--- src/sv/wstd_pkg.sv ---
// Shared constants, command and status types for the slope threshold detector.
`default_nettype none
package wstd_pkg;
   localparam int WINDOW_DEF = 30;
   localparam int SLOTS_DEF  = 5;
   localparam int DATA_W     = 16;
   localparam int ADDR_W     = 16;
   localparam int SLOT_OUT_W = 3;
   localparam int NUM_OUT_W  = 35;
   localparam int NUM_W      = 48;
   localparam int REQ_TDATA_W = 32;
   localparam int RSP_TDATA_W = 48;

   localparam logic OP_SAMPLE = 1'b0;
   localparam logic OP_REMOVE = 1'b1;

   typedef struct packed {
      logic capture;
      logic lookup;
      logic update;
      logic scan_rd;
      logic mul;
      logic cmp;
      logic emit;
   } ctrl_cmd_type;

   typedef struct packed {
      logic need_eval;
      logic scan_last;
      logic out_free;
   } dp_status_type;
endpackage
`default_nettype wire

--- src/sv/wstd_ram.sv ---
// Generic simple dual-port RAM with registered read data.
`default_nettype none
module wstd_ram #(
   parameter int WIDTH = 16,
   parameter int DEPTH = 150
) (
   input  wire logic                     clock,
   input  wire logic                     we,
   input  wire logic [$clog2(DEPTH)-1:0] waddr,
   input  wire logic [WIDTH-1:0]         wdata,
   input  wire logic                     re,
   input  wire logic [$clog2(DEPTH)-1:0] raddr,
   output logic      [WIDTH-1:0]         rdata
);
   logic [WIDTH-1:0] mem [DEPTH];
   logic [WIDTH-1:0] rdata_ff;

   always_ff @(posedge clock) begin
      if (we) begin
         mem[waddr] <= wdata;
      end
      if (re) begin
         rdata_ff <= mem[raddr];
      end
   end

   assign rdata = rdata_ff;
endmodule
`default_nettype wire

--- src/sv/wstd_ctrl.sv ---
// Sequencing state machine for the slope threshold detector.
`default_nettype none
module wstd_ctrl (
   input  wire logic                    clock,
   input  wire logic                    reset,
   input  wire logic                    req_tvalid,
   output logic                         req_tready,
   input  wire wstd_pkg::dp_status_type status,
   output wstd_pkg::ctrl_cmd_type       cmd
);
   typedef enum logic [7:0] {
      S_IDLE   = 8'b0000_0001,
      S_LOOKUP = 8'b0000_0010,
      S_UPDATE = 8'b0000_0100,
      S_SCAN   = 8'b0000_1000,
      S_DRAIN  = 8'b0001_0000,
      S_MUL    = 8'b0010_0000,
      S_CMP    = 8'b0100_0000,
      S_DONE   = 8'b1000_0000
   } state_type;

   state_type state_ff, state_in;

   always_comb begin
      state_in   = state_ff;
      cmd        = '0;
      req_tready = 1'b0;
      case (state_ff)
         S_IDLE: begin
            req_tready = 1'b1;
            if (req_tvalid) begin
               cmd.capture = 1'b1;
               state_in    = S_LOOKUP;
            end
         end
         S_LOOKUP: begin
            cmd.lookup = 1'b1;
            state_in   = S_UPDATE;
         end
         S_UPDATE: begin
            cmd.update = 1'b1;
            state_in   = status.need_eval ? S_SCAN : S_DONE;
         end
         S_SCAN: begin
            cmd.scan_rd = 1'b1;
            if (status.scan_last) begin
               state_in = S_DRAIN;
            end
         end
         S_DRAIN: state_in = S_MUL;
         S_MUL: begin
            cmd.mul  = 1'b1;
            state_in = S_CMP;
         end
         S_CMP: begin
            cmd.cmp  = 1'b1;
            state_in = S_DONE;
         end
         S_DONE: begin
            if (status.out_free) begin
               cmd.emit = 1'b1;
               state_in = S_IDLE;
            end
         end
         default: state_in = S_IDLE;
      endcase
   end

   always_ff @(posedge clock) begin
      if (reset) begin
         state_ff <= S_IDLE;
      end else begin
         state_ff <= state_in;
      end
   end
endmodule
`default_nettype wire

--- src/sv/wstd_dp.sv ---
// Slot table, sample window store, accumulators and output register.
`default_nettype none
module wstd_dp #(
   parameter int WINDOW = wstd_pkg::WINDOW_DEF,
   parameter int SLOTS  = wstd_pkg::SLOTS_DEF
) (
   input  wire logic                                clock,
   input  wire logic                                reset,
   input  wire wstd_pkg::ctrl_cmd_type              cmd,
   output wstd_pkg::dp_status_type                  status,
   input  wire logic                                req_op,
   input  wire logic [wstd_pkg::ADDR_W-1:0]         req_addr,
   input  wire logic signed [wstd_pkg::DATA_W-1:0]  req_value,
   input  wire logic                                csr_we,
   input  wire logic signed [wstd_pkg::DATA_W-1:0]  csr_wdata,
   output logic                                     rsp_tvalid,
   input  wire logic                                rsp_tready,
   output logic [wstd_pkg::RSP_TDATA_W-1:0]         rsp_tdata
);
   localparam int SLOT_W = (SLOTS > 1) ? $clog2(SLOTS) : 1;
   localparam int PTR_W  = $clog2(WINDOW);
   localparam int FILL_W = $clog2(WINDOW + 1);
   localparam int DEPTH  = SLOTS * WINDOW;
   localparam int RA_W   = $clog2(DEPTH);
   localparam int ACC_W  = wstd_pkg::DATA_W + 2 * PTR_W + 2;
   localparam int NW     = wstd_pkg::NUM_W;
   localparam longint SX  = longint'(WINDOW) * (WINDOW - 1) / 2;
   localparam longint SXX = longint'(WINDOW - 1) * WINDOW * (2 * WINDOW - 1) / 6;
   localparam longint DEN = longint'(WINDOW) * SXX - SX * SX;
   localparam logic signed [NW-1:0] WIN_S = NW'(WINDOW);
   localparam logic signed [NW-1:0] SX_S  = NW'(SX);
   localparam logic signed [NW-1:0] DEN_S = NW'(DEN);
   localparam logic [PTR_W-1:0]  LAST_K = PTR_W'(WINDOW - 1);
   localparam logic [FILL_W-1:0] FULL_F = FILL_W'(WINDOW);

   // Captured request.
   logic                               op_ff;
   logic [wstd_pkg::ADDR_W-1:0]        addr_ff;
   logic signed [wstd_pkg::DATA_W-1:0] val_ff;
   logic signed [wstd_pkg::DATA_W-1:0] thr_ff;

   // Slot table.
   logic [SLOTS-1:0]            in_use_ff;
   logic [wstd_pkg::ADDR_W-1:0] source_ff [SLOTS];
   logic [FILL_W-1:0]           fill_ff   [SLOTS];
   logic [PTR_W-1:0]            oldest_ff [SLOTS];

   // Lookup results.
   logic              hit_ff, free_ok_ff;
   logic [SLOT_W-1:0] hit_slot_ff, free_slot_ff;
   logic              hit_in, free_ok_in;
   logic [SLOT_W-1:0] hit_slot_in, free_slot_in;

   always_comb begin
      hit_in       = 1'b0;
      hit_slot_in  = '0;
      free_ok_in   = 1'b0;
      free_slot_in = '0;
      for (int s = SLOTS - 1; s >= 0; s--) begin
         if (in_use_ff[s] && source_ff[s] == addr_ff) begin
            hit_in      = 1'b1;
            hit_slot_in = SLOT_W'(s);
         end
         if (!in_use_ff[s]) begin
            free_ok_in   = 1'b1;
            free_slot_in = SLOT_W'(s);
         end
      end
   end

   // Update decisions for a sample.
   logic              smp_ok;
   logic [SLOT_W-1:0] sel_slot;
   logic [FILL_W-1:0] cur_f, new_f;
   logic [PTR_W-1:0]  cur_o, new_o, pos;
   logic [PTR_W:0]    sum_of;
   logic              full;
   logic [RA_W-1:0]   base;

   always_comb begin
      sel_slot = hit_ff ? hit_slot_ff : free_slot_ff;
      smp_ok   = (op_ff == wstd_pkg::OP_SAMPLE) && (hit_ff || free_ok_ff);
      cur_f    = hit_ff ? fill_ff[sel_slot] : '0;
      cur_o    = hit_ff ? oldest_ff[sel_slot] : '0;
      full     = cur_f >= FULL_F;
      sum_of   = {1'b0, cur_o} + (PTR_W + 1)'(cur_f);
      if (full) begin
         pos   = cur_o;
         new_o = (cur_o == LAST_K) ? '0 : cur_o + 1'b1;
         new_f = FULL_F;
      end else begin
         pos   = (sum_of >= (PTR_W + 1)'(WINDOW)) ?
                 PTR_W'(sum_of - (PTR_W + 1)'(WINDOW)) : PTR_W'(sum_of);
         new_o = cur_o;
         new_f = cur_f + 1'b1;
      end
      base = RA_W'(RA_W'(sel_slot) * RA_W'(WINDOW));
   end

   assign status.need_eval = smp_ok && (new_f == FULL_F);

   // Scan state.
   logic [RA_W-1:0]  base_ff;
   logic [PTR_W-1:0] ptr_ff, k_ff, kd_ff;
   logic             rd_v_ff;
   logic signed [ACC_W-1:0] sxy_ff, sy_ff;
   logic signed [wstd_pkg::DATA_W-1:0] rdata;
   logic signed [NW-1:0] p1_ff, p2_ff, num_ff, td_ff;
   logic eval_ff;

   assign status.scan_last = k_ff == LAST_K;

   wstd_ram #(.WIDTH(wstd_pkg::DATA_W), .DEPTH(DEPTH)) u_ram (
      .clock (clock),
      .we    (cmd.update && smp_ok),
      .waddr (RA_W'(base + RA_W'(pos))),
      .wdata (val_ff),
      .re    (cmd.scan_rd),
      .raddr (RA_W'(base_ff + RA_W'(ptr_ff))),
      .rdata (rdata)
   );

   // Output register.
   logic                         out_v_ff;
   logic                         r_acc_ff, r_eval_ff, r_open_ff;
   logic [wstd_pkg::SLOT_OUT_W-1:0] r_slot_ff;
   logic [wstd_pkg::NUM_OUT_W-1:0]  r_num_ff;
   logic                         res_acc_ff;
   logic [SLOT_W-1:0]            res_slot_ff;

   assign status.out_free = !out_v_ff || rsp_tready;
   assign rsp_tvalid = out_v_ff;
   assign rsp_tdata  = {7'b0, r_open_ff, r_num_ff, r_eval_ff, r_slot_ff, r_acc_ff};

   always_ff @(posedge clock) begin
      if (reset) begin
         thr_ff    <= '0;
         in_use_ff <= '0;
         out_v_ff  <= 1'b0;
         rd_v_ff   <= 1'b0;
         for (int s = 0; s < SLOTS; s++) begin
            fill_ff[s]   <= '0;
            oldest_ff[s] <= '0;
         end
      end else begin
         if (csr_we) begin
            thr_ff <= csr_wdata;
         end
         rd_v_ff <= cmd.scan_rd;
         if (cmd.update) begin
            if (op_ff == wstd_pkg::OP_REMOVE) begin
               if (hit_ff) begin
                  in_use_ff[hit_slot_ff] <= 1'b0;
                  fill_ff[hit_slot_ff]   <= '0;
                  oldest_ff[hit_slot_ff] <= '0;
               end
            end else if (smp_ok) begin
               in_use_ff[sel_slot] <= 1'b1;
               fill_ff[sel_slot]   <= new_f;
               oldest_ff[sel_slot] <= new_o;
            end
         end
         if (cmd.emit) begin
            out_v_ff <= 1'b1;
         end else if (rsp_tready) begin
            out_v_ff <= 1'b0;
         end
      end
   end

   always_ff @(posedge clock) begin
      if (cmd.capture) begin
         op_ff   <= req_op;
         addr_ff <= req_addr;
         val_ff  <= req_value;
      end
      if (cmd.lookup) begin
         hit_ff       <= hit_in;
         hit_slot_ff  <= hit_slot_in;
         free_ok_ff   <= free_ok_in;
         free_slot_ff <= free_slot_in;
      end
      if (cmd.update) begin
         if (smp_ok && !hit_ff) begin
            source_ff[sel_slot] <= addr_ff;
         end
         base_ff <= base;
         ptr_ff  <= new_o;
         k_ff    <= '0;
         sxy_ff  <= '0;
         sy_ff   <= '0;
         eval_ff <= 1'b0;
         num_ff  <= '0;
         td_ff   <= '0;
         if (op_ff == wstd_pkg::OP_REMOVE) begin
            res_acc_ff  <= hit_ff;
            res_slot_ff <= hit_ff ? hit_slot_ff : '0;
         end else begin
            res_acc_ff  <= smp_ok;
            res_slot_ff <= smp_ok ? sel_slot : '0;
         end
      end
      if (cmd.scan_rd) begin
         ptr_ff <= (ptr_ff == LAST_K) ? '0 : ptr_ff + 1'b1;
         k_ff   <= k_ff + 1'b1;
         kd_ff  <= k_ff;
      end
      if (rd_v_ff) begin
         sxy_ff <= sxy_ff + ACC_W'(rdata) * ACC_W'($signed({1'b0, kd_ff}));
         sy_ff  <= sy_ff + ACC_W'(rdata);
      end
      if (cmd.mul) begin
         p1_ff <= NW'(sxy_ff) * WIN_S;
         p2_ff <= NW'(sy_ff) * SX_S;
      end
      if (cmd.cmp) begin
         num_ff  <= p1_ff - p2_ff;
         td_ff   <= NW'(thr_ff) * DEN_S;
         eval_ff <= 1'b1;
      end
      if (cmd.emit) begin
         r_acc_ff  <= res_acc_ff;
         r_slot_ff <= wstd_pkg::SLOT_OUT_W'(res_slot_ff);
         r_eval_ff <= eval_ff;
         r_num_ff  <= wstd_pkg::NUM_OUT_W'(num_ff);
         r_open_ff <= eval_ff && (num_ff > td_ff);
      end
   end
endmodule
`default_nettype wire

--- src/sv/windowed_slope_threshold_detector_core.sv ---
// Top level of the windowed slope threshold detector.
// The request channel (req_) carries one transaction per sensor sample or per
// source removal; req_tuser selects which. Every request transaction yields
// exactly one response transaction on the rsp_ channel, in order.
// A sample finds or allocates its source's slot, is written into that slot's
// circular window in a RAM, and once the window is full the RAM is walked
// once to build the least-squares sums, followed by the final products.
// A request that is refused, a removal, or a sample into a window that is not
// yet full goes through the lookup and update states and then waits only for
// the response register to be free before its response is loaded.
// A full-window sample also walks its window through the one RAM read port,
// which supplies one stored sample per cycle, and then forms the products and
// the threshold comparison before its response is loaded.
// The block works on one request at a time; req_tready is high only while it
// is idle. The response sits in an output register, so a stalled receiver
// does not block the next request, which is accepted and processed; it only
// waits before being loaded if the previous response is still pending.
// The threshold is written through csr_we and csr_wdata; the user must write it only while idle (not enforced).
// Reset is synchronous and clears the slot table, the threshold and the
// output valid flag; the window RAM needs no clearing.
`default_nettype none
module windowed_slope_threshold_detector_core #(
   parameter int WINDOW = wstd_pkg::WINDOW_DEF,
   parameter int SLOTS  = wstd_pkg::SLOTS_DEF
) (
   input  wire logic                                clock,
   input  wire logic                                reset,
   input  wire logic                                req_tvalid,
   output logic                                     req_tready,
   // [15:0] source_address, [31:16] sample_value
   input  wire logic [wstd_pkg::REQ_TDATA_W-1:0]    req_tdata,
   // [0] op
   input  wire logic                                req_tuser,
   output logic                                     rsp_tvalid,
   input  wire logic                                rsp_tready,
   // [0] accepted, [3:1] slot_index, [4] evaluated, [39:5] slope_numerator,
   // [40] open_valve, [47:41] zero
   output logic [wstd_pkg::RSP_TDATA_W-1:0]         rsp_tdata,
   input  wire logic                                csr_we,
   input  wire logic [wstd_pkg::DATA_W-1:0]         csr_wdata
);
   wstd_pkg::ctrl_cmd_type  cmd;
   wstd_pkg::dp_status_type status;

   // The controller only sequences; all state of the table lives in the datapath.
   wstd_ctrl u_ctrl (
      .clock      (clock),
      .reset      (reset),
      .req_tvalid (req_tvalid),
      .req_tready (req_tready),
      .status     (status),
      .cmd        (cmd)
   );

   wstd_dp #(.WINDOW(WINDOW), .SLOTS(SLOTS)) u_dp (
      .clock      (clock),
      .reset      (reset),
      .cmd        (cmd),
      .status     (status),
      .req_op     (req_tuser),
      .req_addr   (req_tdata[15:0]),
      .req_value  ($signed(req_tdata[31:16])),
      .csr_we     (csr_we),
      .csr_wdata  ($signed(csr_wdata)),
      .rsp_tvalid (rsp_tvalid),
      .rsp_tready (rsp_tready),
      .rsp_tdata  (rsp_tdata)
   );
endmodule
`default_nettype wire
--- config.mk ---
export PLATFORM = sky130hd
export DESIGN_NAME = windowed_slope_threshold_detector_core
export DESIGN_NICKNAME = d
export VERILOG_FILES = /design/src/sv/wstd_pkg.sv /design/src/sv/wstd_ram.sv /design/src/sv/wstd_ctrl.sv /design/src/sv/wstd_dp.sv /design/src/sv/windowed_slope_threshold_detector_core.sv
export SDC_FILE = /design/constraint.sdc
export NUM_CORES = 2
export LEC_CHECK = 0
export BUFFER_PORTS_ARGS = -buffer_cell sky130_fd_sc_hd__buf_4
export CORE_ASPECT_RATIO = 1.75
export CORE_MARGIN = 2
export CORE_UTILIZATION = 40
export CTS_CLUSTER_DIAMETER = 40
export DETAILED_ROUTE_END_ITERATION = 6
export PLACE_DENSITY = 0.53
export SYNTH_ARGS = -nofsm -noshare
export SYNTH_HDL_FRONTEND = slang
export SYNTH_SLANG_ARGS = --single-unit
export TNS_END_PERCENT = 5
--- constraint.sdc ---
create_clock -name clock -period 8.3 [get_ports clock]
set_input_delay 1.245 -clock clock [delete_from_list [all_inputs] [get_ports clock]]
set_output_delay 1.245 -clock clock [all_outputs]
set_load 0.005 [all_outputs]
==> flow_metrics.py <==
metrics = {
    "global_routing": {
        "grt_pass1_wl_um": 521000,
        "grt_pass1_vias": 72440,
        "grt_antenna_before_repair": 22,
        "grt_usage": 0.216,
        "grt_overflow": 0,
        "grt_max_degree": 151,
    },
    "timing": {
        "finalSetupViolCount": 0,
        "tns_ps": 0,
        "min_period_ps": 7510,
        "tightestPinTransition_ps": 1550,
        "fin_skew_ps": 47.3,
        "maxSlewViolCount": 32,
        "clock.fmax_mhz": 133,
        "hold_violations": 0,
        "finalCritPeriodShare": 0.905,
        "rsz0062_at_grt": "no",
        "slew_headroom": -0.0309,
    },
    "routing": {
        "drtIter0Drc": 4724,
        "antenna_left": 0,
        "drc": 0,
        "wl_per_cell_um": 29.1,
        "drt_first_pass_iters": 5,
        "via_count": 67844,
        "avgViaCountPerCell": 5.44,
        "drt_wl_total_um": 363000,
    },
    "placed_design": {
        "dp_hpwl_um": 248000,
        "globalplace.congestion": 0.893,
        "port_buffers": 96,
    },
    "cts": {
        "tritoncts": "yes",
        "clock-root-buffer": "clkbuf_16",
        "cts_buffers": 331,
        "clock_path_buffers": 4,
        "cts_post_setup_buffers_inserted": 0,
        "holdBufCountCts": 0,
        "cts.sinks": 2925,
        "cts_resized": 0,
        "clk_pin_slew_ps": 70,
        "htree_levels": 5,
        "clk_latency_ps": 900,
    },
    "power_and_ir_drop": {
        "max-vdd-ir-drop_mv": 0.177,
        "switching_share": 0.242,
        "p_leak_nw": 53.1,
        "combPwrFrac": 0.072,
        "p_total_mw": 33.8,
        "seq_power_share": 0.494,
        "p_int_mw": 25.6,
        "switchingPower_mw": 8.18,
        "powerDensity_mw_per_mm2": 223,
        "clkPwrFrac": 0.435,
    },
    "setup_path": {
        "worstSetupStartpointType": "flip-flop",
        "cp.arrival_ps": 8120,
        "crit_fanout": 11,
        "criticalPathCategory": "flip-flop to flip-flop",
        "crit_required_ps": 8900,
        "critical_path.endpoint_type": "flip-flop",
        "crit_path_top_delay_cell": "edfxtp_1",
        "critical-path-max-stage-delay_ps": 590,
    },
    "yosys": {
        "synth_seq_cells": 2925,
        "synthArstFlopShare": 0,
        "synthTopCellsByArea": "edfxtp_1 65%, mux4_2 13%, ha_1 4.6%, fa_1 4.6%, inv_1 1.6%",
        "synth_edf_count": 2893,
        "synth_cell_types": 81,
        "synth_area_sq_mm": 0.133,
        "ys_seq_area_frac": 0.659,
        "synth_area_leader_cell": "edfxtp_1",
        "yosys_warnings": 0,
        "yosys.area.top_type_share": 0.655,
        "synth_flop_cell": "edfxtp_1",
        "syn_inst": 7351,
        "avgSynthCellArea_sq_um": 18.1,
    },
    "floorplanning": {
        "core_area_sq_mm": 0.330,
        "start_util": 0.402,
        "die_w_um": 439,
        "die_y_um": 766,
        "dieArea_sq_mm": 0.337,
        "io_pins": 104,
        "rows": 279,
    },
    "cells_and_area": {
        "fin_nets": 8647,
        "final_layout_size_suffix_gt1_frac": 0.220,
        "mostFrequentLayoutCell": "edfxtp_1",
        "syn_to_final_growth_pct": 14.2,
        "layout_common_cells": "2893 x edfxtp_1, 772 x mux4_2, 557 x inv_1, 491 x ha_1, 373 x nor2_1",
        "n_fill_cell": 28143,
    },
    "outcome": {
        "violations": "max-slew violations",
        "status": "finished, violations left",
    },
    "min_path": {
        "hp-class": "flip-flop to flip-flop",
    },
    "flow_run": {
        "maxCapViolCount": 0,
    },
}
[path summary, 6_finish.rpt]
check             cells past startpoint                         start                               to  slack, ps
setup / recovery                     25     u_dp.hit_ff$_SDFFCE_PP1P_  u_dp.u_ram.mem[27][1]$_DFFE_PP_        790
hold / removal                        0  u_dp.num_ff[0]$_SDFFCE_PN0P_       u_dp.r_num_ff[0]$_DFFE_PP_        450
setup reg to reg                     25     u_dp.hit_ff$_SDFFCE_PP1P_  u_dp.u_ram.mem[27][1]$_DFFE_PP_        790
hold reg to reg                       0  u_dp.num_ff[0]$_SDFFCE_PN0P_       u_dp.r_num_ff[0]$_DFFE_PP_        450
[power groups by stage]
stage / combinational [mW] / clock (mW) / sequential [mW]
3_5_place_dp: 2.46 / 0 / 17.0
6_report: 2.42 / 14.7 / 16.7
3_3_place_gp: 2.43 / 0 / 17.0
5_1_grt: 2.63 / 15.5 / 16.7
4_1_cts: 2.47 / 15.0 / 16.7
2_1_floorplan: 1.15 / 0 / 17.2
[registers in the layout, summed over array words and instances (netlist names), 28 cells and up]
signal / flops
u_dp.num_ff: 48
u_dp.source_ff: 80
u_dp.r_num_ff: 35
u_dp.td_ff: 34
u_dp.u_ram.mem: 2400
u_dp.oldest_ff: 40
u_dp.sy_ff: 28
u_dp.fill_ff: 40
u_dp.sxy_ff: 28
u_dp.p1_ff: 33
u_dp.p2_ff: 38
[cells in the mapped netlist (16+ instances only)]
library cell	number
nand2b_1	37
a21o_1	100
a31oi_1	35
nand4_1	46
ha_1	492
and3_1	21
a211oi_1	61
buf_2	28
xnor2_1	194
and2_1	99
clkbuf_1	178
o21a_1	24
a21oi_1	192
xor2_1	81
dfxtp_1	32
nor2_1	405
nor3_1	37
fa_1	302
nand3_1	47
o21bai_1	19
edfxtp_1	2893
mux2i_1	77
nor2b_1	43
buf_1	58
nand3b_1	16
inv_1	558
nand2_1	201
mux4_2	772
o21ai_0	95
[layer usage]
metal	vias to the layer above	wire, um	share of wire	track usage
met1	35947	125000	0.34	0.231
li1	29553	-	-	-
met2	1735	204000	0.56	0.407
met5	-	0	0	0
met3	609	12900	0.036	0.0233
met4	0	21900	0.060	0.123
[cells by family after synthesis]
family,count (synthesis),synth area share
adder cells (fa/ha/maj),794,0.0919
other,1,0.0000283
AO/OA/AOI/OAI,629,0.0306
XOR/XNOR,275,0.0181
buffers and inverters,839,0.0247
flip-flops,2925,0.659
multiplexers,853,0.137
AND/OR/NAND/NOR,1035,0.0381
[area by class of cell]
cell class | count | area, sq um | area share
repair buffers | 390 | 3250 | 0.0215
multi-input cells | 3593 | 42200 | 0.278
clock inverters | 218 | 2350 | 0.0155
inverters | 558 | 2090 | 0.0138
well taps | 4355 | 5450 | 0.0359
diodes | 52 | 130 | 0.000858
clock buffers | 380 | 8620 | 0.0568
flip-flops and latches | 2925 | 87500 | 0.577
[worst max-delay path, delay by kind of cell, from the launching register on]
kind	cells	cell delay (ps)
muxes	3	1080
adders and majority gates	2	800
AOI/OAI and AO/OA	6	1470
and+or+nand+nor	6	1740
buffers and inverters	5	790
DFF	1	590
xor gates and xnor gates	3	730
[metrics by stage]
stage	cells	util	worst slack, ps	hold WS (ps)	cell area [sq um]
floorplan	7357	-	1280	400	133000
global placement	11821	0.426	792	442	140000
detailed placement	11821	0.426	924	436	140000
CTS	12419	0.459	890	437	151000
global route	12465	0.459	256	469	152000
finish	12471	0.459	786	452	152000
(Power assumes the default switching activity.)
